File: src/design/mfsk_tone_modulator_defines.svh
// Assertion macros shared by the MFSK tone modulator RTL.
// Needs a clock named clk and an active-low reset named rst_n in scope.
`ifndef MFSK_TONE_MODULATOR_DEFINES_SVH
`define MFSK_TONE_MODULATOR_DEFINES_SVH

// Consequent must hold in the same cycle as the antecedent.
`define MFSK_ASSERT_NOW(label, ante, cons, msg) \
    label: assert property (@(posedge clk) disable iff (!rst_n) (ante) |-> (cons)) \
        else $error(msg);

// Consequent must hold in the cycle after the antecedent.
`define MFSK_ASSERT_NEXT(label, ante, cons, msg) \
    label: assert property (@(posedge clk) disable iff (!rst_n) (ante) |=> (cons)) \
        else $error(msg);

`endif

File: src/design/mfsk_pkg.sv
// Shared constants, types and the sine table generator for the MFSK modulator.
// No dependencies; imported by every module of the block.
package mfsk_pkg;

    // Sizing
    localparam int PHASE_BITS     = 32;
    localparam int SINE_ADDR_BITS = 10;
    localparam int LENGTH_BITS    = 24;
    localparam int SAMPLE_BITS    = 16;

    // Configuration port
    localparam int CFG_INDEX_W = 3;
    localparam int CFG_DATA_W  = 32;
    localparam int STEP_W      = 32;
    localparam int FADE_W      = 16;

    localparam logic [CFG_INDEX_W-1:0] REG_BASE_STEP   = 3'd0;
    localparam logic [CFG_INDEX_W-1:0] REG_BIN_STEP    = 3'd1;
    localparam logic [CFG_INDEX_W-1:0] REG_HELLO_STEP  = 3'd2;
    localparam logic [CFG_INDEX_W-1:0] REG_HEADER_STEP = 3'd3;
    localparam logic [CFG_INDEX_W-1:0] REG_TERM_STEP   = 3'd4;
    localparam logic [CFG_INDEX_W-1:0] REG_FADE_LENGTH = 3'd5;
    localparam logic [CFG_INDEX_W-1:0] REG_FADE_RECIP  = 3'd6;

    localparam logic [FADE_W-1:0] FADE_LENGTH_RESET = 16'd240;
    localparam logic [FADE_W-1:0] FADE_RECIP_RESET  = 16'd273;

    // Input word codes
    localparam int KIND_W = 3;
    localparam logic [KIND_W-1:0] KIND_DATA    = 3'd0;
    localparam logic [KIND_W-1:0] KIND_SILENCE = 3'd1;
    localparam logic [KIND_W-1:0] KIND_HELLO   = 3'd2;
    localparam logic [KIND_W-1:0] KIND_HEADER  = 3'd3;
    localparam logic [KIND_W-1:0] KIND_TERM    = 3'd4;
    localparam logic FUNC_TICK  = 1'b0;
    localparam logic FUNC_START = 1'b1;

    localparam int BYTE_W = 8;
    localparam int SEG_W  = 24;
    localparam int SYM_W  = BYTE_W + 1;
    localparam logic [SYM_W-1:0] REPEAT_SYMBOL = 9'd256;

    // Sine table: quarter wave, split into banks of at most 256 words
    localparam int SINE_W         = 15;
    localparam int ROM_SIZE       = 1 << SINE_ADDR_BITS;
    localparam int BANK_ADDR_BITS = (SINE_ADDR_BITS > 8) ? 8 : SINE_ADDR_BITS;
    localparam int BANK_BITS      = SINE_ADDR_BITS - BANK_ADDR_BITS;
    localparam int BANKS          = 1 << BANK_BITS;
    localparam int BANK_DEPTH     = 1 << BANK_ADDR_BITS;
    localparam logic [63:0] HALF_PI_Q30 = 64'd1686629713;

    // Sample scaling: q = |s| * r * 9 * FULL_SCALE / (65536 * 327670)
    localparam int RAMP_W    = 17;
    localparam logic [RAMP_W-1:0] RAMP_ONE = 17'h10000;
    localparam int FULL_SCALE = (1 << (SAMPLE_BITS - 1)) - 1;
    localparam int GAIN_W    = SAMPLE_BITS + 3;
    localparam logic [GAIN_W-1:0] GAIN_K = GAIN_W'(9 * FULL_SCALE);
    localparam int MAG_W     = SINE_W + RAMP_W;
    localparam int SCALED_W  = MAG_W + GAIN_W - 16;
    localparam int DIV_W     = 19;
    localparam logic [DIV_W-1:0] DIVISOR = 19'd327670;
    localparam int RECIP_W   = SCALED_W - 18;
    localparam logic [RECIP_W-1:0] RECIP =
        RECIP_W'((64'd1 << SCALED_W) / 64'd327670);
    localparam int Q_W       = SAMPLE_BITS;

    // Command queue
    localparam int FIFO_DEPTH  = 4;
    localparam int FIFO_ADDR_W = 2;
    localparam int FIFO_LVL_W  = 3;

    typedef struct packed {
        logic [STEP_W-1:0] base_step;
        logic [STEP_W-1:0] bin_step;
        logic [STEP_W-1:0] hello_step;
        logic [STEP_W-1:0] header_step;
        logic [STEP_W-1:0] term_step;
        logic [FADE_W-1:0] fade_length;
        logic [FADE_W-1:0] fade_recip;
    } cfg_t;

    typedef struct packed {
        logic                   is_start;
        logic                   tone_en;
        logic [PHASE_BITS-1:0]  inc;
        logic [LENGTH_BITS-1:0] len;
    } cmd_t;

    typedef struct packed {
        logic full;
        logic empty;
    } fifo_stat_t;

    // Q15 quarter-wave entry k, Taylor series in Q30, evaluated at elaboration
    function automatic logic [SINE_W-1:0] sine_value(input int unsigned k);
        logic [63:0] x;
        logic [63:0] x2;
        logic [63:0] term;
        longint      sum;
        longint      v;
        x    = (64'(2 * k + 1) * HALF_PI_Q30) / 64'(2 * ROM_SIZE);
        x2   = (x * x) >> 30;
        term = x;
        sum  = longint'(x);
        for (int n = 1; n <= 6; n++) begin
            term = ((term * x2) >> 30) / 64'((2 * n) * (2 * n + 1));
            if (n % 2 == 1)
                sum = sum - longint'(term);
            else
                sum = sum + longint'(term);
        end
        if (sum < 0)
            sum = 0;
        v = (sum + 16384) >>> 15;
        if (v > 32767)
            v = 32767;
        return SINE_W'(v);
    endfunction

endpackage

File: src/design/mfsk_cmd_fifo.sv
// Four-entry command queue between the front end and the sample engine.
// Depends on mfsk_pkg (cmd_t, fifo_stat_t, queue sizing).
module mfsk_cmd_fifo (
    input  logic              clk,
    input  logic              rst_n,
    input  logic              push,
    input  mfsk_pkg::cmd_t    push_cmd,
    input  logic              pop,
    output mfsk_pkg::cmd_t    pop_cmd,
    output mfsk_pkg::fifo_stat_t stat
);
    import mfsk_pkg::*;

    cmd_t                   mem_reg [FIFO_DEPTH];
    logic [FIFO_ADDR_W-1:0] wr_ptr_reg;
    logic [FIFO_ADDR_W-1:0] rd_ptr_reg;
    logic [FIFO_LVL_W-1:0]  count_reg;
    logic                   do_push;
    logic                   do_pop;

    assign stat.full  = (count_reg == FIFO_LVL_W'(FIFO_DEPTH));
    assign stat.empty = (count_reg == '0);
    assign do_push    = push && !stat.full;
    assign do_pop     = pop && !stat.empty;
    assign pop_cmd    = mem_reg[rd_ptr_reg];

    // Pointers and fill level
    always_ff @(posedge clk or negedge rst_n)
    begin
        if (!rst_n)
        begin
            wr_ptr_reg <= '0;
            rd_ptr_reg <= '0;
            count_reg  <= '0;
        end
        else
        begin
            if (do_push)
                wr_ptr_reg <= wr_ptr_reg + 1'b1;
            if (do_pop)
                rd_ptr_reg <= rd_ptr_reg + 1'b1;
            if (do_push && !do_pop)
                count_reg <= count_reg + 1'b1;
            else if (do_pop && !do_push)
                count_reg <= count_reg - 1'b1;
        end
    end

    // Storage, no reset
    always_ff @(posedge clk)
    begin
        if (do_push)
            mem_reg[wr_ptr_reg] <= push_cmd;
    end

endmodule

File: config.mk
export PLATFORM = sky130hd
export DESIGN_NAME = mfsk_cmd_fifo
export DESIGN_NICKNAME = d
export VERILOG_FILES = /design/src/design/mfsk_tone_modulator_defines.svh /design/src/design/mfsk_pkg.sv /design/src/design/mfsk_cmd_fifo.sv
export SDC_FILE = /design/constraint.sdc
export NUM_CORES = 1
export LEC_CHECK = 0
export BUFFER_PORTS_ARGS = -buffer_cell sky130_fd_sc_hd__buf_2
export CORE_UTILIZATION = 50
export CTS_BUF_LIST = sky130_fd_sc_hd__clkbuf_8
export CTS_CLUSTER_DIAMETER = 200
export DETAILED_ROUTE_END_ITERATION = 7
export GPL_TIMING_DRIVEN = 1
export PLACE_DENSITY = 0.71
export SYNTH_ARGS = -nofsm -noshare
export SYNTH_HDL_FRONTEND = slang
export SYNTH_SLANG_ARGS = --single-unit
export TNS_END_PERCENT = 10
File: constraint.sdc
create_clock -name clk -period 3.05 [get_ports clk]
set_input_delay 0.305 -clock clk [delete_from_list [all_inputs] [get_ports clk]]
set_output_delay 0.305 -clock clk [all_outputs]
set_load 0.02 [all_outputs]
==> results.yml <==
timing:
  hold_viol_final: 0
  rsz0062_at_grt: "false"
  setup_viol_count_final: 0
  final.min_clock_period_ns: 2.61
  slew_violations: 0
  final.setup.tns_ns: 0
  tightest_slew_ns: 0.655
  fmax_ghz: 0.383
  period_share: 0.856
  fin_worst_skew_ns: 0.0122
  max_slew_margin: 0.564
floorplan:
  design.die.area_um2: 18300
  initial_core_util: 0.513
  die-width_um: 135
  core_area_um2: 17300
  io_pins: 122
  fp.dieH_um: 135
  row_count: 48
placement:
  gp_congestion: 0.698
  io_buffers: 121
  dp.cells: 681
  hpwlAfterDp_um: 9730
clocking:
  cts_sinks: 239
  cts_resized: 0
  htree_num_levels: 2
  cts_tree: "built"
  root_buffer: "clkbuf_8"
  clk_latency_ns: 0.51
  cts_made_buffers: 38
  cts_buffer_depth: 3
  clk_pin_slew_ns: 0.06
hold_path:
  holdCritPathClass: "in -> reg"
  holdPathEnd: "mem_reg[3][30]"
  holdPathStages: 1
  min_from: "push_cmd[30]"
cells_and_area:
  diodes: 0
  register_area_um2: 7150
  area.growth.synth_to_final_pct: 22.5
  nFillCells: 1211
  nNetsFinal: 609
  multiInputGateArea_um2: 1540
  layout-drive-gt1-share: 0.431
  stdcell_count: 789
  largest_reg_flops: 232
  final_util: 0.628
power:
  p_leak_uw: 0.00384
  switching_share: 0.317
  internal-power_uw: 7130
  p_seq_frac: 0.447
  p_clk_frac: 0.233
  p_comb_frac: 0.321
  p_switching_uw: 3310
  p_per_area_nw_per_um2: 961
  ir_drop_mv: 0.518
drt:
  route.vias.total: 4154
  ant_nets: 0
  viasPerCell: 5.26
  drt_iter0_drc: 249
  drc: 0
  avgRoutedWirePerCell_um: 19.9
  drtPass1Iterations: 4
  routed_wl_um: 15700
global_route:
  antenna_found_initial: 0
  grt_pass1_vias: 4495
  grt.total_usage: 0.184
  grt_pass1_wl_um: 24500
  grt_remaining_overflow: 0
  grt_max_degree: 38
setup_path:
  cp_max_fo: 23
  end_kind: "output pin"
  r2r_end: "count_reg[2]"
  r2r_cells: 8
  cp-start-kind: "flip-flop"
  path_class: "reg -> out"
  regToRegSetupSlack_ns: 0.76
  regToRegStartpoint: "count_reg[2]"
  crit_arrival_ns: 2.31
  crit_required_ns: 2.74
logic_synthesis:
  synth_area_per_cell_um2: 26.1
  ys_warn_count: 0
  synth_area_um2: 8870
  synth_cell_types: 21
  synth_top_area_share: 0.785
  synth-seq-area-share: 0.805
  synth_area_leaders: "edfxtp_1 (79%), mux4_2 (15%), dfrtp_1 (2.0%), buf_12 (1.4%), ha_1 (0.71%)"
  ys_ff_latch: 239
  syn_inst: 340
  synthesis.nets: 408
  synth_area_leader_cell: "edfxtp_1"
job:
  cap_viol_max_count: 0
run_status:
  status: "completed"
==> synth_stat cells, drive strengths merged <==
cell type and count:
and2 4, buf 15, dfrtp 7, edfxtp 232, fa 1, ha 5, inv 4, mux2 2
mux4 58, nand2 1, nand3 1, nor2 1, nor2b 1, nor3b 1, or3 1, xnor2 4
xor2 2
==> critical path, cell delays in order, from the launching register on <==
cell and delay [ns]:
dfrtp_4 0.72, buf_4 0.32, mux4_2 0.56, buf_2 0.18
==> power by group through the flow <==
stage               Clock, uW  Combinational, uW  Sequential, uW
floorplan                   0               2570            4550
global placement            0               3330            4700
detailed placement          0               3380            4750
CTS                      2490               3430            4690
global route             2610               3590            4750
finish                   2430               3350            4660
==> placed cells by master, fill, tap and decap left out <==
cell	instances
nor2_1	1
clkinv_1	5
mux2_2	1
bufinv_16	1
nand2_1	1
ha_1	5
nand3_1	1
buf_4	4
dfrtp_2	1
dfrtp_1	5
mux4_2	58
and2_4	4
nor2b_1	1
clkinv_2	3
or3_1	1
clkbuf_8	41
buf_12	6
fa_1	1
dfrtp_4	1
xor2_1	2
nor3b_2	1
inv_1	17
mux2_4	1
edfxtp_1	232
xnor2_1	4
dlygate4sd3_1	45
buf_2	121
==> cells by family after synthesis <==
kind of cell / share of synthesized area
adder cells (fa/ha/maj): 0.00931
XOR/XNOR: 0.00592
flip-flops: 0.805
AND/OR/NAND/NOR: 0.00705
multiplexers: 0.150
buffers and inverters: 0.0223
==> per-layer routing <==
metal  vias to the layer above  track usage  share of wire
li1                       1844            -              -
met2                       147        0.302           0.50
met5                         -            0              0
met3                        23       0.0397          0.062
met1                      2140        0.245           0.42
met4                         0       0.0649          0.016
==> repair_timing <==
action | 4_1_cts | 5_1_grt
buffers inserted | 0 | 0
hold buffers | 45 | 0
endpoints found under the hold margin | 164 | 0
==> area by class of cell <==
type,instances,area share
tap,225,0.0259
timing repair buffer,176,0.111
inverter,4,0.00138
clock buffer,41,0.0519
sequential,239,0.658
clock inverter,22,0.0104
multi-input combinational,82,0.142
==> how the worst max path moves through the flow <==
stage	startpoint	endpoint	slack, ns	depth (start not counted)
after floorplan	count_reg[2]	mem_reg[2][0]	0.40	4
after global placement	count_reg[2]	count_reg[2]	0.92	8
after detailed placement	count_reg[2]	count_reg[2]	0.75	8
after CTS	rd_ptr_reg[0]	pop_cmd[23]	0.35	3
after global routing	rd_ptr_reg[0]	pop_cmd[23]	0.29	3
final	rd_ptr_reg[0]	pop_cmd[23]	0.44	3
==> per-stage QoR <==
stage | setup WS, ns | instance area, um^2 | power [uW] | hold slack (ns)
5_1_grt | 0.292 | 10900 | 10900 | 0.00360
6_report | 0.440 | 10900 | 10400 | 0.0250
4_1_cts | 0.353 | 10900 | 10600 | 0.000628
3_5_place_dp | 0.749 | 9740 | 8130 | 0.152
2_1_floorplan | 0.397 | 8870 | 7120 | 0.00941
3_3_place_gp | 0.923 | 9740 | 8030 | 0.145
No activity file was read; power rests on OpenSTA's default activity.
