--- src/design/mfsk_tone_modulator_defines.svh ---
// Assertion macros shared by the MFSK tone modulator RTL.
// Needs a clock named clk and an active-low reset named rst_n in scope.
`ifndef MFSK_TONE_MODULATOR_DEFINES_SVH
`define MFSK_TONE_MODULATOR_DEFINES_SVH

// Consequent must hold in the same cycle as the antecedent.
`define MFSK_ASSERT_NOW(label, ante, cons, msg) \
    label: assert property (@(posedge clk) disable iff (!rst_n) (ante) |-> (cons)) \
        else $error(msg);

// Consequent must hold in the cycle after the antecedent.
`define MFSK_ASSERT_NEXT(label, ante, cons, msg) \
    label: assert property (@(posedge clk) disable iff (!rst_n) (ante) |=> (cons)) \
        else $error(msg);

`endif

--- src/design/mfsk_pkg.sv ---
// Shared constants, types and the sine table generator for the MFSK modulator.
// No dependencies; imported by every module of the block.
package mfsk_pkg;

    // Sizing
    localparam int PHASE_BITS     = 32;
    localparam int SINE_ADDR_BITS = 10;
    localparam int LENGTH_BITS    = 24;
    localparam int SAMPLE_BITS    = 16;

    // Configuration port
    localparam int CFG_INDEX_W = 3;
    localparam int CFG_DATA_W  = 32;
    localparam int STEP_W      = 32;
    localparam int FADE_W      = 16;

    localparam logic [CFG_INDEX_W-1:0] REG_BASE_STEP   = 3'd0;
    localparam logic [CFG_INDEX_W-1:0] REG_BIN_STEP    = 3'd1;
    localparam logic [CFG_INDEX_W-1:0] REG_HELLO_STEP  = 3'd2;
    localparam logic [CFG_INDEX_W-1:0] REG_HEADER_STEP = 3'd3;
    localparam logic [CFG_INDEX_W-1:0] REG_TERM_STEP   = 3'd4;
    localparam logic [CFG_INDEX_W-1:0] REG_FADE_LENGTH = 3'd5;
    localparam logic [CFG_INDEX_W-1:0] REG_FADE_RECIP  = 3'd6;

    localparam logic [FADE_W-1:0] FADE_LENGTH_RESET = 16'd240;
    localparam logic [FADE_W-1:0] FADE_RECIP_RESET  = 16'd273;

    // Input word codes
    localparam int KIND_W = 3;
    localparam logic [KIND_W-1:0] KIND_DATA    = 3'd0;
    localparam logic [KIND_W-1:0] KIND_SILENCE = 3'd1;
    localparam logic [KIND_W-1:0] KIND_HELLO   = 3'd2;
    localparam logic [KIND_W-1:0] KIND_HEADER  = 3'd3;
    localparam logic [KIND_W-1:0] KIND_TERM    = 3'd4;
    localparam logic FUNC_TICK  = 1'b0;
    localparam logic FUNC_START = 1'b1;

    localparam int BYTE_W = 8;
    localparam int SEG_W  = 24;
    localparam int SYM_W  = BYTE_W + 1;
    localparam logic [SYM_W-1:0] REPEAT_SYMBOL = 9'd256;

    // Sine table: quarter wave, split into banks of at most 256 words
    localparam int SINE_W         = 15;
    localparam int ROM_SIZE       = 1 << SINE_ADDR_BITS;
    localparam int BANK_ADDR_BITS = (SINE_ADDR_BITS > 8) ? 8 : SINE_ADDR_BITS;
    localparam int BANK_BITS      = SINE_ADDR_BITS - BANK_ADDR_BITS;
    localparam int BANKS          = 1 << BANK_BITS;
    localparam int BANK_DEPTH     = 1 << BANK_ADDR_BITS;
    localparam logic [63:0] HALF_PI_Q30 = 64'd1686629713;

    // Sample scaling: q = |s| * r * 9 * FULL_SCALE / (65536 * 327670)
    localparam int RAMP_W    = 17;
    localparam logic [RAMP_W-1:0] RAMP_ONE = 17'h10000;
    localparam int FULL_SCALE = (1 << (SAMPLE_BITS - 1)) - 1;
    localparam int GAIN_W    = SAMPLE_BITS + 3;
    localparam logic [GAIN_W-1:0] GAIN_K = GAIN_W'(9 * FULL_SCALE);
    localparam int MAG_W     = SINE_W + RAMP_W;
    localparam int SCALED_W  = MAG_W + GAIN_W - 16;
    localparam int DIV_W     = 19;
    localparam logic [DIV_W-1:0] DIVISOR = 19'd327670;
    localparam int RECIP_W   = SCALED_W - 18;
    localparam logic [RECIP_W-1:0] RECIP =
        RECIP_W'((64'd1 << SCALED_W) / 64'd327670);
    localparam int Q_W       = SAMPLE_BITS;

    // Command queue
    localparam int FIFO_DEPTH  = 4;
    localparam int FIFO_ADDR_W = 2;
    localparam int FIFO_LVL_W  = 3;

    typedef struct packed {
        logic [STEP_W-1:0] base_step;
        logic [STEP_W-1:0] bin_step;
        logic [STEP_W-1:0] hello_step;
        logic [STEP_W-1:0] header_step;
        logic [STEP_W-1:0] term_step;
        logic [FADE_W-1:0] fade_length;
        logic [FADE_W-1:0] fade_recip;
    } cfg_t;

    typedef struct packed {
        logic                   is_start;
        logic                   tone_en;
        logic [PHASE_BITS-1:0]  inc;
        logic [LENGTH_BITS-1:0] len;
    } cmd_t;

    typedef struct packed {
        logic full;
        logic empty;
    } fifo_stat_t;

    // Q15 quarter-wave entry k, Taylor series in Q30, evaluated at elaboration
    function automatic logic [SINE_W-1:0] sine_value(input int unsigned k);
        logic [63:0] x;
        logic [63:0] x2;
        logic [63:0] term;
        longint      sum;
        longint      v;
        x    = (64'(2 * k + 1) * HALF_PI_Q30) / 64'(2 * ROM_SIZE);
        x2   = (x * x) >> 30;
        term = x;
        sum  = longint'(x);
        for (int n = 1; n <= 6; n++) begin
            term = ((term * x2) >> 30) / 64'((2 * n) * (2 * n + 1));
            if (n % 2 == 1)
                sum = sum - longint'(term);
            else
                sum = sum + longint'(term);
        end
        if (sum < 0)
            sum = 0;
        v = (sum + 16384) >>> 15;
        if (v > 32767)
            v = 32767;
        return SINE_W'(v);
    endfunction

endpackage

--- src/design/mfsk_front.sv ---
// Front end: accepts input words, applies the repeat-symbol rule and
// works out each segment's phase step. Depends on mfsk_pkg.
module mfsk_front (
    input  logic                          clk,
    input  logic                          rst_n,
    input  mfsk_pkg::cfg_t                cfg,
    input  logic                          in_valid,
    output logic                          in_ready,
    input  logic                          in_func,
    input  logic [mfsk_pkg::KIND_W-1:0]   in_kind,
    input  logic [mfsk_pkg::BYTE_W-1:0]   in_byte,
    input  logic [mfsk_pkg::SEG_W-1:0]    in_len,
    output logic                          push,
    output mfsk_pkg::cmd_t                push_cmd,
    input  mfsk_pkg::fifo_stat_t          fifo_stat
);
    import mfsk_pkg::*;

    // Repeat history
    logic [BYTE_W-1:0] prev_byte_reg;
    logic              prev_valid_reg;
    logic              last_esc_reg;

    // Pending command slot
    logic                   pend_valid_reg;
    logic                   pend_start_reg;
    logic                   pend_tone_reg;
    logic [PHASE_BITS-1:0]  pend_addend_reg;
    logic [PHASE_BITS-1:0]  pend_prod_reg;
    logic [LENGTH_BITS-1:0] pend_len_reg;

    logic                    accept;
    logic                    repeat_hit;
    logic [SYM_W-1:0]        sym;
    logic [SYM_W-1:0]        mul_sym;
    logic [PHASE_BITS-1:0]   addend;
    logic                    tone_en;
    logic [STEP_W+SYM_W-1:0] prod_full;

    assign in_ready   = !pend_valid_reg;
    assign accept     = in_valid && in_ready;
    assign repeat_hit = prev_valid_reg && (in_byte == prev_byte_reg) && !last_esc_reg;
    assign sym        = repeat_hit ? REPEAT_SYMBOL : {1'b0, in_byte};

    // Classify the segment kind
    always_comb
    begin
        addend  = '0;
        mul_sym = '0;
        tone_en = 1'b1;
        unique case (in_kind)
            KIND_DATA:
            begin
                addend  = PHASE_BITS'(cfg.base_step);
                mul_sym = sym;
            end
            KIND_HELLO:  addend = PHASE_BITS'(cfg.hello_step);
            KIND_HEADER: addend = PHASE_BITS'(cfg.header_step);
            KIND_TERM:   addend = PHASE_BITS'(cfg.term_step);
            default:     tone_en = 1'b0;   // silence and unused kinds
        endcase
    end

    assign prod_full = cfg.bin_step * mul_sym;

    // From the pending slot: finish the step and hand the word to the queue
    assign push              = pend_valid_reg && !fifo_stat.full;
    assign push_cmd.is_start = pend_start_reg;
    assign push_cmd.tone_en  = pend_tone_reg;
    assign push_cmd.inc      = pend_addend_reg + pend_prod_reg;
    assign push_cmd.len      = pend_len_reg;

    always_ff @(posedge clk or negedge rst_n)
    begin
        if (!rst_n)
        begin
            prev_byte_reg  <= '0;
            prev_valid_reg <= 1'b0;
            last_esc_reg   <= 1'b0;
            pend_valid_reg <= 1'b0;
        end
        else
        begin
            if (push)
                pend_valid_reg <= 1'b0;
            if (accept)
            begin
                pend_valid_reg <= 1'b1;
                if (in_func == FUNC_START)
                begin
                    if (in_kind == KIND_DATA)
                    begin
                        prev_byte_reg  <= in_byte;
                        prev_valid_reg <= 1'b1;
                        last_esc_reg   <= repeat_hit;
                    end
                    else if (in_kind == KIND_HELLO)
                    begin
                        prev_valid_reg <= 1'b0;
                        last_esc_reg   <= 1'b0;
                    end
                end
            end
        end
    end

    // Pending payload, no reset
    always_ff @(posedge clk)
    begin
        if (accept)
        begin
            pend_start_reg  <= (in_func == FUNC_START);
            pend_tone_reg   <= tone_en;
            pend_addend_reg <= addend;
            pend_prod_reg   <= PHASE_BITS'(prod_full);
            pend_len_reg    <= LENGTH_BITS'(in_len);
        end
    end

endmodule

--- config.mk ---
export PLATFORM = sky130hd
export DESIGN_NAME = mfsk_front
export DESIGN_NICKNAME = d
export VERILOG_FILES = /design/src/design/mfsk_tone_modulator_defines.svh /design/src/design/mfsk_pkg.sv /design/src/design/mfsk_front.sv
export SDC_FILE = /design/constraint.sdc
export NUM_CORES = 1
export LEC_CHECK = 0
export BUFFER_PORTS_ARGS = -buffer_cell sky130_fd_sc_hd__clkbuf_2
export CAP_MARGIN = 20
export CORE_ASPECT_RATIO = 0.6
export CORE_MARGIN = 5
export CORE_UTILIZATION = 44
export CTS_CLUSTER_DIAMETER = 50
export DETAILED_ROUTE_END_ITERATION = 8
export GPL_TIMING_DRIVEN = 0
export PLACE_DENSITY_LB_ADDON = 0.12
export SYNTH_ARGS = -nofsm -noshare
export SYNTH_HDL_FRONTEND = slang
export SYNTH_SLANG_ARGS = --single-unit
--- constraint.sdc ---
create_clock -name clk -period 12.2 [get_ports clk]
set_input_delay 2.44 -clock clk [delete_from_list [all_inputs] [get_ports clk]]
set_output_delay 2.44 -clock clk [all_outputs]
set_load 0.05 [all_outputs]
==> flow_metrics.tcl <==
set metrics [dict create \
    status "complete, no violations" \
    io_buffers 256 \
    yosysSeqAreaShare 0.229 \
    vias 10300 \
    cts.sinks 101 \
    pwr-share-seq 0.325 \
    antenna_found_initial 0 \
    dieWidth_um 232 \
    cts_inserted_buffers 9 \
    ant_nets 0 \
    final_nets 2064 \
    power_frac_clock 0.220 \
    final.setup.worst_slack_ns 2.98 \
    multi_input_area_um2 8970 \
    drive_gt1_frac 0.201 \
    rsz0062_at_grt "no" \
    crit_path_frequent_cell "fa_1" \
    place.gp.congestion 0.887 \
    core-area_um2 28900 \
    crit_chain "clkbuf_2 > nor3_1 > clkbuf_1 > and3_1 > clkbuf_1 > buf_2 > nand2_1 > fa_1 > inv_1 > fa_1 > fa_1 > inv_1 > fa_1 > inv_1 > ha_1 > clkbuf_1 > and3_1 > a2111oi_0 > nor2_1 > nor4_2 > a211oi_1 > o31a_1 > nor2_1 > xnor2_1" \
    crit_path_end_kind "register" \
    cts_tree "built" \
    worstMarginPinSlew_ns 0.946 \
    fin_crit_sh 0.756 \
    syn_to_final_growth_pct 16.6 \
    wl_per_cell_um 18.1 \
    start_kind "input pin" \
    postCtsSetupRepairBufs 0 \
    final_max_slew_viol_count 0 \
    cts.path.max_buffers 2 \
    synth_flop_cell "edfxtp_1" \
    first_global_vias 10800 \
    fp.dieArea_um2 33200 \
    p_sw_mw 0.579 \
    syn-num-nets 1794 \
    grt_use_total 0.222 \
    crit_slowest_cell "clkbuf_1" \
    fin_skew_ns 0.0127 \
    worstPathMaxFanout 10 \
    criticalPathCategory "input pin to register" \
    synth-seq-cells 101 \
    postRouteWirelength_um 36000 \
    ctsHoldBuffers 0 \
    path_clk_slew_ns 0.09 \
    tns_ns 0 \
    cpPeakStageDelay_ns 0.76 \
    fillCellCount 2729 \
    syn_avg_cell_area_um2 9.91 \
    grt_overflow 0 \
    drc 0 \
    cp_data_required_time_ns 12.31 \
    p_leak_nw 7.46 \
    power_per_cell_area_nw_per_um2 88.8 \
    seqCellArea_um2 2980 \
    hold_violations 0 \
    hold_path_class "register to register" \
    synthesis.area_um2 13000 \
    maxSlewHeadroom 0.369 \
    internal_power_mw 0.765 \
    maxCapViolations 0 \
    p_sw_frac 0.431 \
    initial_utilization 0.449 \
    n_antenna_cell 0 \
    pin_count 293 \
    clock_latency_ns 0.37 \
    drt_first_pass_iters 5 \
    viasPerCell 5.18 \
    setup_viol 0 \
    place_ws_ns 2.64 \
    synth-edff-count 90 \
    cts_resized 0 \
    grt_max_degree 32 \
    row_count 48 \
    cp.arrival_ns 9.33 \
    grt_pass1_wl_um 57600 \
    fmax_ghz 0.108 \
    ys_warn_count 0 \
    htree_levels 3 \
    irDropWorstVdd_v 0.0000596 \
    postSynthCellCount 1310 \
    synthDistinctLibCells 71 \
    min_period_ns 9.22 \
    drt-initial-drc-count 610 \
    cts-root-buf "clkbuf_16" \
    hpwlAfterDp_um 29600 \
    ys_async_sr_fraction 0.109 \
    pwr-share-comb 0.455 \
    die_y_um 143 \
]
[stage by stage]
stage	instances	util	cell area, um2	hold WS [ns]	power (mW)
after floorplan	1310	-	13000	0.439	0.880
after global placement	1966	0.511	14800	0.454	1.05
after detailed placement	1969	0.514	14800	0.467	1.06
after CTS	1985	0.524	15100	0.488	1.36
after global routing	1985	0.524	15100	0.522	1.42
final	1985	0.524	15100	0.492	1.34
[layer usage]
layer,vias to the layer above,GRT usage,part of all wire
li1,4867,-,-
met1,5131,0.319,0.47
met2,264,0.357,0.46
met3,20,0.0455,0.064
met4,0,0.0370,0.0092
met5,-,0,0
[power groups by stage]
stage               Combinational (mW)  Clock [mW]  Sequential [mW]
finish                           0.611       0.296            0.437
global route                     0.663       0.320            0.441
CTS                              0.614       0.310            0.438
detailed placement               0.611           0            0.445
global placement                 0.600           0            0.451
floorplan                        0.417           0            0.463
[cell families after synthesis]
| logic type | count (synthesis) | share of synthesized area |
|---|---|---|
| mux | 10 | 0.00858 |
| compound gates | 222 | 0.135 |
| xor+xnor | 73 | 0.0492 |
| simple gates | 378 | 0.151 |
| fa+ha+maj | 251 | 0.346 |
| flops | 101 | 0.229 |
| buf+inv | 275 | 0.0810 |
[cells in the mapped netlist (all sizes together), types with 7 or more instances]
master | n | area [um2]
o21ai | 28 | 144
a211oi | 7 | 57.6
a221o | 32 | 320
o21a | 9 | 67.6
edfxtp | 90 | 2700
clkbuf | 43 | 161
nand4 | 7 | 43.8
o21bai | 12 | 90.1
inv | 223 | 837
fa | 180 | 3600
a21oi | 43 | 241
a21o | 19 | 144
ha | 71 | 888
mux2 | 9 | 101
nor2 | 25 | 93.8
nand2 | 134 | 503
xor2 | 21 | 184
dfrtp | 11 | 275
buf | 9 | 53.8
a22o | 33 | 289
xnor2 | 52 | 455
and2 | 146 | 913
nand3 | 18 | 95.1
and3 | 16 | 100
[cell type report]
| cell class | instances | area share |
|---|---|---|
| multi-input combinational | 934 | 0.592 |
| sequential | 101 | 0.197 |
| timing repair buffer | 259 | 0.0891 |
| inverter | 223 | 0.0553 |
| tap | 400 | 0.0331 |
| clock buffer | 9 | 0.0149 |
| buffer | 52 | 0.0142 |
| clock inverter | 7 | 0.00438 |
[cell usage in the layout, fill, tap and decap left out, types with 11 or more instances in the layout]
| master | count |
|---|---|
| xor2_1 | 21 |
| nand3_1 | 17 |
| a22o_1 | 33 |
| inv_1 | 223 |
| nand2_1 | 134 |
| a21oi_1 | 38 |
| dfrtp_1 | 11 |
| and2_1 | 146 |
| o21ai_0 | 18 |
| clkbuf_2 | 256 |
| clkbuf_1 | 43 |
| edfxtp_1 | 90 |
| fa_1 | 180 |
| and3_1 | 16 |
| a221o_1 | 32 |
| nor2_1 | 25 |
| ha_1 | 71 |
| o21bai_1 | 12 |
| xnor2_1 | 52 |
| a21o_1 | 18 |
[final timing paths]
check / slack, ns / from / endpoint / depth (start not counted)
worst max-delay path: 2.98 / in_kind[0] / pend_prod_reg[31] / 24
worst min-delay path: 0.49 / prev_valid_reg / prev_valid_reg / 2
worst max register to register: 4.98 / prev_byte_reg[1] / pend_prod_reg[25] / 23
worst min register to register: 0.49 / prev_valid_reg / prev_valid_reg / 2
max in group asynchronous: 10.01 / rst_n / prev_byte_reg[3] / 1
min in group asynchronous: 1.94 / rst_n / prev_valid_reg / 1
[critical path: cells and delay by family]
kind / cells / cell delay [ns]
fa+ha+maj: 5 / 2.23
xor+xnor: 1 / 0.09
buf+inv: 8 / 2.12
compound gates: 3 / 0.90
simple gates: 7 / 1.54
Note: power is estimated with default switching activity, not from simulation.
