--- config.mk ---
export PLATFORM = sky130hd
export DESIGN_NAME = mfsk_back
export DESIGN_NICKNAME = d
export VERILOG_FILES = /design/src/design/mfsk_tone_modulator_defines.svh /design/src/design/mfsk_pkg.sv /design/src/design/mfsk_back.sv
export SDC_FILE = /design/constraint.sdc
export NUM_CORES = 2
export LEC_CHECK = 0
export BUFFER_PORTS_ARGS = -buffer_cell sky130_fd_sc_hd__buf_2
export CELL_PAD_IN_SITES_DETAIL_PLACEMENT = 1
export CELL_PAD_IN_SITES_GLOBAL_PLACEMENT = 1
export CORE_AREA = 4 4 374 376
export DETAILED_ROUTE_END_ITERATION = 8
export DIE_AREA = 0 0 378 380
export PLACE_DENSITY_LB_ADDON = 0.1
export SLEW_MARGIN = 20
export SYNTH_ARGS = -nofsm -noshare
export SYNTH_HDL_FRONTEND = slang
export SYNTH_SLANG_ARGS = --single-unit
export TNS_END_PERCENT = 50
--- constraint.sdc ---
create_clock -name clk -period 13.7 [get_ports clk]
set_input_delay 2.055 -clock clk [delete_from_list [all_inputs] [get_ports clk]]
set_output_delay 2.055 -clock clk [all_outputs]
set_load 0.05 [all_outputs]
--- src/design/mfsk_tone_modulator_defines.svh ---
// Assertion macros shared by the MFSK tone modulator RTL.
// Needs a clock named clk and an active-low reset named rst_n in scope.
`ifndef MFSK_TONE_MODULATOR_DEFINES_SVH
`define MFSK_TONE_MODULATOR_DEFINES_SVH

// Consequent must hold in the same cycle as the antecedent.
`define MFSK_ASSERT_NOW(label, ante, cons, msg) \
    label: assert property (@(posedge clk) disable iff (!rst_n) (ante) |-> (cons)) \
        else $error(msg);

// Consequent must hold in the cycle after the antecedent.
`define MFSK_ASSERT_NEXT(label, ante, cons, msg) \
    label: assert property (@(posedge clk) disable iff (!rst_n) (ante) |=> (cons)) \
        else $error(msg);

`endif

--- src/design/mfsk_pkg.sv ---
// Shared constants, types and the sine table generator for the MFSK modulator.
// No dependencies; imported by every module of the block.
package mfsk_pkg;

    // Sizing
    localparam int PHASE_BITS     = 32;
    localparam int SINE_ADDR_BITS = 10;
    localparam int LENGTH_BITS    = 24;
    localparam int SAMPLE_BITS    = 16;

    // Configuration port
    localparam int CFG_INDEX_W = 3;
    localparam int CFG_DATA_W  = 32;
    localparam int STEP_W      = 32;
    localparam int FADE_W      = 16;

    localparam logic [CFG_INDEX_W-1:0] REG_BASE_STEP   = 3'd0;
    localparam logic [CFG_INDEX_W-1:0] REG_BIN_STEP    = 3'd1;
    localparam logic [CFG_INDEX_W-1:0] REG_HELLO_STEP  = 3'd2;
    localparam logic [CFG_INDEX_W-1:0] REG_HEADER_STEP = 3'd3;
    localparam logic [CFG_INDEX_W-1:0] REG_TERM_STEP   = 3'd4;
    localparam logic [CFG_INDEX_W-1:0] REG_FADE_LENGTH = 3'd5;
    localparam logic [CFG_INDEX_W-1:0] REG_FADE_RECIP  = 3'd6;

    localparam logic [FADE_W-1:0] FADE_LENGTH_RESET = 16'd240;
    localparam logic [FADE_W-1:0] FADE_RECIP_RESET  = 16'd273;

    // Input word codes
    localparam int KIND_W = 3;
    localparam logic [KIND_W-1:0] KIND_DATA    = 3'd0;
    localparam logic [KIND_W-1:0] KIND_SILENCE = 3'd1;
    localparam logic [KIND_W-1:0] KIND_HELLO   = 3'd2;
    localparam logic [KIND_W-1:0] KIND_HEADER  = 3'd3;
    localparam logic [KIND_W-1:0] KIND_TERM    = 3'd4;
    localparam logic FUNC_TICK  = 1'b0;
    localparam logic FUNC_START = 1'b1;

    localparam int BYTE_W = 8;
    localparam int SEG_W  = 24;
    localparam int SYM_W  = BYTE_W + 1;
    localparam logic [SYM_W-1:0] REPEAT_SYMBOL = 9'd256;

    // Sine table: quarter wave, split into banks of at most 256 words
    localparam int SINE_W         = 15;
    localparam int ROM_SIZE       = 1 << SINE_ADDR_BITS;
    localparam int BANK_ADDR_BITS = (SINE_ADDR_BITS > 8) ? 8 : SINE_ADDR_BITS;
    localparam int BANK_BITS      = SINE_ADDR_BITS - BANK_ADDR_BITS;
    localparam int BANKS          = 1 << BANK_BITS;
    localparam int BANK_DEPTH     = 1 << BANK_ADDR_BITS;
    localparam logic [63:0] HALF_PI_Q30 = 64'd1686629713;

    // Sample scaling: q = |s| * r * 9 * FULL_SCALE / (65536 * 327670)
    localparam int RAMP_W    = 17;
    localparam logic [RAMP_W-1:0] RAMP_ONE = 17'h10000;
    localparam int FULL_SCALE = (1 << (SAMPLE_BITS - 1)) - 1;
    localparam int GAIN_W    = SAMPLE_BITS + 3;
    localparam logic [GAIN_W-1:0] GAIN_K = GAIN_W'(9 * FULL_SCALE);
    localparam int MAG_W     = SINE_W + RAMP_W;
    localparam int SCALED_W  = MAG_W + GAIN_W - 16;
    localparam int DIV_W     = 19;
    localparam logic [DIV_W-1:0] DIVISOR = 19'd327670;
    localparam int RECIP_W   = SCALED_W - 18;
    localparam logic [RECIP_W-1:0] RECIP =
        RECIP_W'((64'd1 << SCALED_W) / 64'd327670);
    localparam int Q_W       = SAMPLE_BITS;

    // Command queue
    localparam int FIFO_DEPTH  = 4;
    localparam int FIFO_ADDR_W = 2;
    localparam int FIFO_LVL_W  = 3;

    typedef struct packed {
        logic [STEP_W-1:0] base_step;
        logic [STEP_W-1:0] bin_step;
        logic [STEP_W-1:0] hello_step;
        logic [STEP_W-1:0] header_step;
        logic [STEP_W-1:0] term_step;
        logic [FADE_W-1:0] fade_length;
        logic [FADE_W-1:0] fade_recip;
    } cfg_t;

    typedef struct packed {
        logic                   is_start;
        logic                   tone_en;
        logic [PHASE_BITS-1:0]  inc;
        logic [LENGTH_BITS-1:0] len;
    } cmd_t;

    typedef struct packed {
        logic full;
        logic empty;
    } fifo_stat_t;

    // Q15 quarter-wave entry k, Taylor series in Q30, evaluated at elaboration
    function automatic logic [SINE_W-1:0] sine_value(input int unsigned k);
        logic [63:0] x;
        logic [63:0] x2;
        logic [63:0] term;
        longint      sum;
        longint      v;
        x    = (64'(2 * k + 1) * HALF_PI_Q30) / 64'(2 * ROM_SIZE);
        x2   = (x * x) >> 30;
        term = x;
        sum  = longint'(x);
        for (int n = 1; n <= 6; n++) begin
            term = ((term * x2) >> 30) / 64'((2 * n) * (2 * n + 1));
            if (n % 2 == 1)
                sum = sum - longint'(term);
            else
                sum = sum + longint'(term);
        end
        if (sum < 0)
            sum = 0;
        v = (sum + 16384) >>> 15;
        if (v > 32767)
            v = 32767;
        return SINE_W'(v);
    endfunction

endpackage

--- src/design/mfsk_back.sv ---
// Sample engine: runs segment state, the sine table, the fade ramp and the
// gain scaling, one tick at a time. Depends on mfsk_pkg.
module mfsk_back (
    input  logic                           clk,
    input  logic                           rst_n,
    input  mfsk_pkg::cfg_t                 cfg,
    output logic                           pop,
    input  mfsk_pkg::cmd_t                 pop_cmd,
    input  mfsk_pkg::fifo_stat_t           fifo_stat,
    output logic                           out_valid,
    input  logic                           out_ready,
    output logic [mfsk_pkg::SAMPLE_BITS-1:0] out_sample,
    output logic                           out_last,
    output logic                           out_idle
);
    import mfsk_pkg::*;

    localparam int RSUM_W = LENGTH_BITS + FADE_W + 1;

    typedef enum logic [2:0] {
        B_POP,
        B_RAMP,
        B_MAG,
        B_SCALE,
        B_RECIP,
        B_CHECK,
        B_OUT
    } back_state_t;

    back_state_t state_reg;

    // Segment state
    logic [PHASE_BITS-1:0]  phase_reg;
    logic [PHASE_BITS-1:0]  inc_reg;
    logic                   tone_reg;
    logic [LENGTH_BITS-1:0] idx_reg;
    logic [LENGTH_BITS-1:0] len_reg;
    logic                   active_reg;

    // Per-tick pipeline
    logic [SINE_W-1:0]      rom_q_reg;
    logic                   neg_reg;
    logic [LENGTH_BITS-1:0] opnd_reg;
    logic                   full_reg;
    logic                   last_reg;
    logic                   tone_p_reg;
    logic                   idle_p_reg;
    logic [RAMP_W-1:0]      ramp_reg;
    logic [MAG_W-1:0]       mag_reg;
    logic [SCALED_W-1:0]    scaled_reg;
    logic [Q_W-1:0]         qe_reg;
    logic [Q_W+DIV_W-1:0]   qd_reg;

    // Result register
    logic                   out_valid_reg;
    logic [SAMPLE_BITS-1:0] out_sample_reg;
    logic                   out_last_reg;
    logic                   out_idle_reg;

    // Sine table address: top phase bits, mirrored in odd quadrants
    logic [SINE_ADDR_BITS+1:0]   phase_top;
    logic [SINE_ADDR_BITS-1:0]   rom_addr;
    logic [SINE_W-1:0]           bank_w  [BANKS][BANK_DEPTH];
    logic [SINE_W-1:0]           bank_rd [BANKS];
    logic [SINE_W-1:0]           rom_word;

    assign phase_top = phase_reg[PHASE_BITS-1 -: SINE_ADDR_BITS+2];
    assign rom_addr  = phase_top[SINE_ADDR_BITS] ? ~phase_top[SINE_ADDR_BITS-1:0]
                                                 : phase_top[SINE_ADDR_BITS-1:0];

    for (genvar b = 0; b < BANKS; b++)
    begin : g_bank
        for (genvar k = 0; k < BANK_DEPTH; k++)
        begin : g_word
            localparam logic [SINE_W-1:0] WORD = sine_value(b * BANK_DEPTH + k);
            assign bank_w[b][k] = WORD;
        end
        assign bank_rd[b] = bank_w[b][rom_addr[BANK_ADDR_BITS-1:0]];
    end

    if (BANK_BITS == 0)
    begin : g_one_bank
        assign rom_word = bank_rd[0];
    end
    else
    begin : g_banks
        assign rom_word = bank_rd[rom_addr[SINE_ADDR_BITS-1:BANK_ADDR_BITS]];
    end

    // Fade ramp region for the current index
    logic [RSUM_W-1:0]      idx_ext;
    logic [RSUM_W-1:0]      fl_ext;
    logic [RSUM_W-1:0]      len_ext;
    logic                   fade_in;
    logic                   fade_out;
    logic                   ramp_full;
    logic [LENGTH_BITS-1:0] ramp_opnd;

    assign idx_ext   = RSUM_W'(idx_reg);
    assign fl_ext    = RSUM_W'(cfg.fade_length);
    assign len_ext   = RSUM_W'(len_reg);
    assign fade_in   = idx_ext < fl_ext;
    assign fade_out  = (idx_ext + fl_ext) >= len_ext;
    assign ramp_full = (cfg.fade_length == '0) || (!fade_in && !fade_out);
    assign ramp_opnd = fade_in ? idx_reg : (len_reg - 1'b1 - idx_reg);

    // Segment advance
    logic [LENGTH_BITS-1:0] idx_inc;
    assign idx_inc = idx_reg + 1'b1;

    // Arithmetic between stages
    logic [LENGTH_BITS+FADE_W-1:0] ramp_prod;
    logic [RAMP_W-1:0]             ramp_sat;
    logic [MAG_W+GAIN_W-1:0]       gain_prod;
    logic [SCALED_W+RECIP_W-1:0]   recip_prod;
    logic [SCALED_W+RECIP_W-1:0]   recip_shift;
    logic [SCALED_W-1:0]           rem;
    logic                          corr;
    logic [Q_W-1:0]                quot;
    logic [SAMPLE_BITS-1:0]        pcm_word;

    assign ramp_prod   = opnd_reg * cfg.fade_recip;
    assign ramp_sat    = (full_reg || (ramp_prod > (LENGTH_BITS+FADE_W)'(RAMP_ONE)))
                         ? RAMP_ONE : RAMP_W'(ramp_prod);
    assign gain_prod   = mag_reg * GAIN_K;
    assign recip_prod  = scaled_reg * RECIP;
    assign recip_shift = recip_prod >> SCALED_W;
    assign rem         = scaled_reg - SCALED_W'(qd_reg);
    assign corr        = rem >= SCALED_W'(DIVISOR);
    assign quot        = qe_reg + Q_W'(corr);
    assign pcm_word    = (idle_p_reg || !tone_p_reg) ? '0
                         : (neg_reg ? SAMPLE_BITS'(-quot) : SAMPLE_BITS'(quot));

    assign pop        = (state_reg == B_POP) && !fifo_stat.empty;
    assign out_valid  = out_valid_reg;
    assign out_sample = out_sample_reg;
    assign out_last   = out_last_reg;
    assign out_idle   = out_idle_reg;

    // Sequencer, segment state and result register
    always_ff @(posedge clk or negedge rst_n)
    begin
        if (!rst_n)
        begin
            state_reg     <= B_POP;
            phase_reg     <= '0;
            inc_reg       <= '0;
            tone_reg      <= 1'b0;
            idx_reg       <= '0;
            len_reg       <= '0;
            active_reg    <= 1'b0;
            out_valid_reg <= 1'b0;
        end
        else
        begin
            // B_OUT reloads the result register itself
            if (out_valid_reg && out_ready && (state_reg != B_OUT))
                out_valid_reg <= 1'b0;
            unique case (state_reg)
                B_POP:
                begin
                    if (pop)
                    begin
                        if (pop_cmd.is_start)
                        begin
                            inc_reg    <= pop_cmd.inc;
                            tone_reg   <= pop_cmd.tone_en;
                            len_reg    <= pop_cmd.len;
                            active_reg <= (pop_cmd.len != '0);
                            phase_reg  <= '0;
                            idx_reg    <= '0;
                        end
                        else if (!active_reg)
                        begin
                            idle_p_reg <= 1'b1;
                            state_reg  <= B_OUT;
                        end
                        else
                        begin
                            idle_p_reg <= 1'b0;
                            tone_p_reg <= tone_reg;
                            rom_q_reg  <= rom_word;
                            neg_reg    <= phase_top[SINE_ADDR_BITS+1];
                            opnd_reg   <= ramp_opnd;
                            full_reg   <= ramp_full;
                            last_reg   <= (idx_inc == len_reg);
                            phase_reg  <= phase_reg + inc_reg;
                            if (idx_inc >= len_reg)
                            begin
                                active_reg <= 1'b0;
                                idx_reg    <= '0;
                            end
                            else
                                idx_reg <= idx_inc;
                            state_reg <= B_RAMP;
                        end
                    end
                end
                B_RAMP:
                begin
                    ramp_reg  <= ramp_sat;
                    state_reg <= B_MAG;
                end
                B_MAG:
                begin
                    mag_reg   <= rom_q_reg * ramp_reg;
                    state_reg <= B_SCALE;
                end
                B_SCALE:
                begin
                    scaled_reg <= gain_prod[MAG_W+GAIN_W-1:16];
                    state_reg  <= B_RECIP;
                end
                B_RECIP:
                begin
                    qe_reg    <= Q_W'(recip_shift);
                    state_reg <= B_CHECK;
                end
                B_CHECK:
                begin
                    qd_reg    <= qe_reg * DIVISOR;
                    state_reg <= B_OUT;
                end
                B_OUT:
                begin
                    if (!out_valid_reg || out_ready)
                    begin
                        out_valid_reg  <= 1'b1;
                        out_sample_reg <= pcm_word;
                        out_last_reg   <= !idle_p_reg && last_reg;
                        out_idle_reg   <= idle_p_reg;
                        state_reg      <= B_POP;
                    end
                end
                default: state_reg <= B_POP;
            endcase
        end
    end

endmodule

==> results.md <==
* Status: finished, final reports clean
* Met3 global-route usage at 8.03%
* Commonest non-fill, non-tap cell in the layout: inv_1
* Relative slew slack at 19.2%
* Final hold violation count at 0
* Placed cells at 10084
* Post-synthesis simple-gate area fraction at 13.2%
* Main combinational cell family by area after synthesis: adder cells
* Synth Register Bits at ~310
* Worst setup path class: in2reg
* Post-Syn Instances at around 8500
* Initial drt markers at 6033
* Worst Max-Slew Pin Slew at 1.20 ns
* EDFF count, synth at 196
* Number of global-route vias before repair at 73037
* DP Area at 77200 um^2
* Initial Util at a little over half
* Buffers on Ports at 113
* Mean Syn Cell Area at 8.84 um^2
* All-Layer GR Usage at 38.8%
* Unrepaired setup endpoints after global routing: no
* Post-CTS setup buffer count at 0
* Peak Freq at 0.110 GHz
* Nets at 10630
* Die Y at 380 um
* CTS tree: done
* Cell area after synthesis at 74700 um^2
* Final ANT Viol Nets at 0
* Post-synthesis mux area share at 1.43%
* GRT met1 Usage at 46.8%
* Routed length per instance at 27.4 um
* Chip width at 378 um
* Syn Nets at 10742
* TNS Setup at 0 ns
* Final instance count without filler cells at about 10000
* Most frequent cells in the layout: 1477 x inv_1, 1156 x fa_1, 880 x ha_1
* Grt peak-use layer: met2
* DRC Markers at 0
* Register area share after synthesis at 11.8%
* Hold Buf Count CTS at 0
* Crit start category: input port
* Syn-to-layout area delta at 5.47%
* Initial antenna violation count at 20
* Final WS setup at 4.62 ns
* Row count at between 100 and 150
* Sink Count at 314
* Layout cells sized above 1 at 5.36%
* Ports at 275
* Final setup viols at 0
* Largest net degree at the start of global routing at 131
* Fin area at 78800 um^2
* Hold crit path type: reg2reg
* Drt pass-1 iters at 8
* GP Congestion at 1.07
* Vias per cell at 6.43
* Async SR Flop Fraction at 37.6%
* Remaining Overflow, GRT at 0
* Synth Area in Adders at a little under half
* Cts repair resizes at 0
* Post-placement worst setup slack at ~4.0 ns
* Crit path capture type: flop
* Total Wirelength at 279000 um
* Skew final at 0.0529 ns
* Synth Flop Type: edfxtp_1
* Count of cell types in the netlist at 93
* Crit Path Max Fanout at 24
* WP data required at 14.05 ns
* Met2 GRT Util at around two thirds
* Core Footprint at 137000 um^2
* Deepest clock path buffer count at 3
* WP data arrival at ~9.4 ns
* Num CTS Buffers at 45
* Synth Area in Compound Gates at 15.1%
* Root Buffer: clkbuf_16
* Final period util at 66.3%
* Clock transition at path regs at approximately 0.06 ns
* Slew Viols, Final at 0
* Die ar. at 144000 um^2
* Clock latency on the worst-skew pair at 0.65 ns
* H-tree level count at 2
* Max Cap Violations at 0
* First-pass GRT wire length at 431000 um
* Post-layout min period at 9.08 ns
* Syn. warnings at 0
* Xor/xnor share of the synthesized area at 3.22%
* Via Count at around 65000
* Max reg flops at 35
* Dpl hpwl at 219000 um
[worst paths after layout]
kind / to / from / cells after the start / slack, ns
setup / recovery: ramp_reg[16] / cfg[1] / 23 / 4.62
hold / removal: tone_p_reg / tone_reg / 0 / 0.44
setup reg to reg: scaled_reg[29] / mag_reg[4] / 19 / 5.56
hold reg to reg: tone_p_reg / tone_reg / 0 / 0.44
max in group asynchronous: phase_reg[30] / rst_n / 2 / 10.95
min in group asynchronous: idx_reg[18] / rst_n / 1 / 1.34
[cell families (layout without fill, tap and decap cells)]
family,count (synthesis),after routing
xor+xnor,274,274
mux,91,91
other cells,0,12
flops,314,314
buf+inv,1868,1793
compound gates,1766,1766
fa+ha+maj,2036,2036
simple gates,2102,2102
[stage by stage]
step	util, %	hold WS, ns
after CTS	57.5	0.434
after global placement	56.4	0.428
after global routing	57.6	0.441
final	57.6	0.442
after floorplan	-	0.419
after detailed placement	56.4	0.430
[worst max-delay path, cell delays in order]
cell and delay [ns]:
buf_2 0.50, nand2_1 0.21, fa_1 0.55, fa_1 0.47
fa_1 0.56, inv_1 0.06, fa_1 0.53, fa_1 0.51
inv_1 0.06, fa_1 0.48, inv_1 0.05, ha_1 0.34
a21o_1 0.23, a211o_1 0.33, o221a_2 0.24, o211ai_1 0.13
nand2_1 0.13, xnor2_1 0.14, nor4_1 0.27, nand4_1 0.15
nor4_2 0.35, nand4_2 0.43, or4b_1 0.61
[per-layer routing]
layer,up-vias,wire length [um],share of wire (%)
met5,-,84,0.030
met4,10,18400,6.6
met3,1129,22900,8.2
met2,3113,134000,48
met1,33258,104000,37
li1,27943,-,-
[synthesized netlist by cell type (all sizes together), types with 54 or more instances]
cell type  number  area (um^2)
nor3          120          601
mux2           65          732
a31oi          89          557
a21oi         498         2490
fa           1156        23100
o211ai         69          518
o21ai         422         2120
inv          1478         5550
and2          282         1760
nand4          54          344
buf            69          290
clkbuf        315         1180
nor2          431         1620
edfxtp        196         5890
dfrtp         118         2950
xnor2         186         1630
nand3         130          651
a21o          114          856
xor2           88          778
a211oi         73          553
ha            880        11000
nand2         799         3000
[layout make-up]
| type | instances | area [um^2] |
|---|---|---|
| well taps | 1794 | 2240 |
| repair buffers | 225 | 1480 |
| clock inverters | 26 | 309 |
| clock buffers | 58 | 1200 |
| diodes | 12 | 30.0 |
| flip-flops and latches | 314 | 8840 |
| inverters | 1484 | 5570 |
| multi-input cells | 6269 | 59100 |
| fillers | 15861 | 58000 |
Power is left out: the tool's default activity adds up to more than one toggle a clock period on the data nets, which glitch-free logic cannot reach.
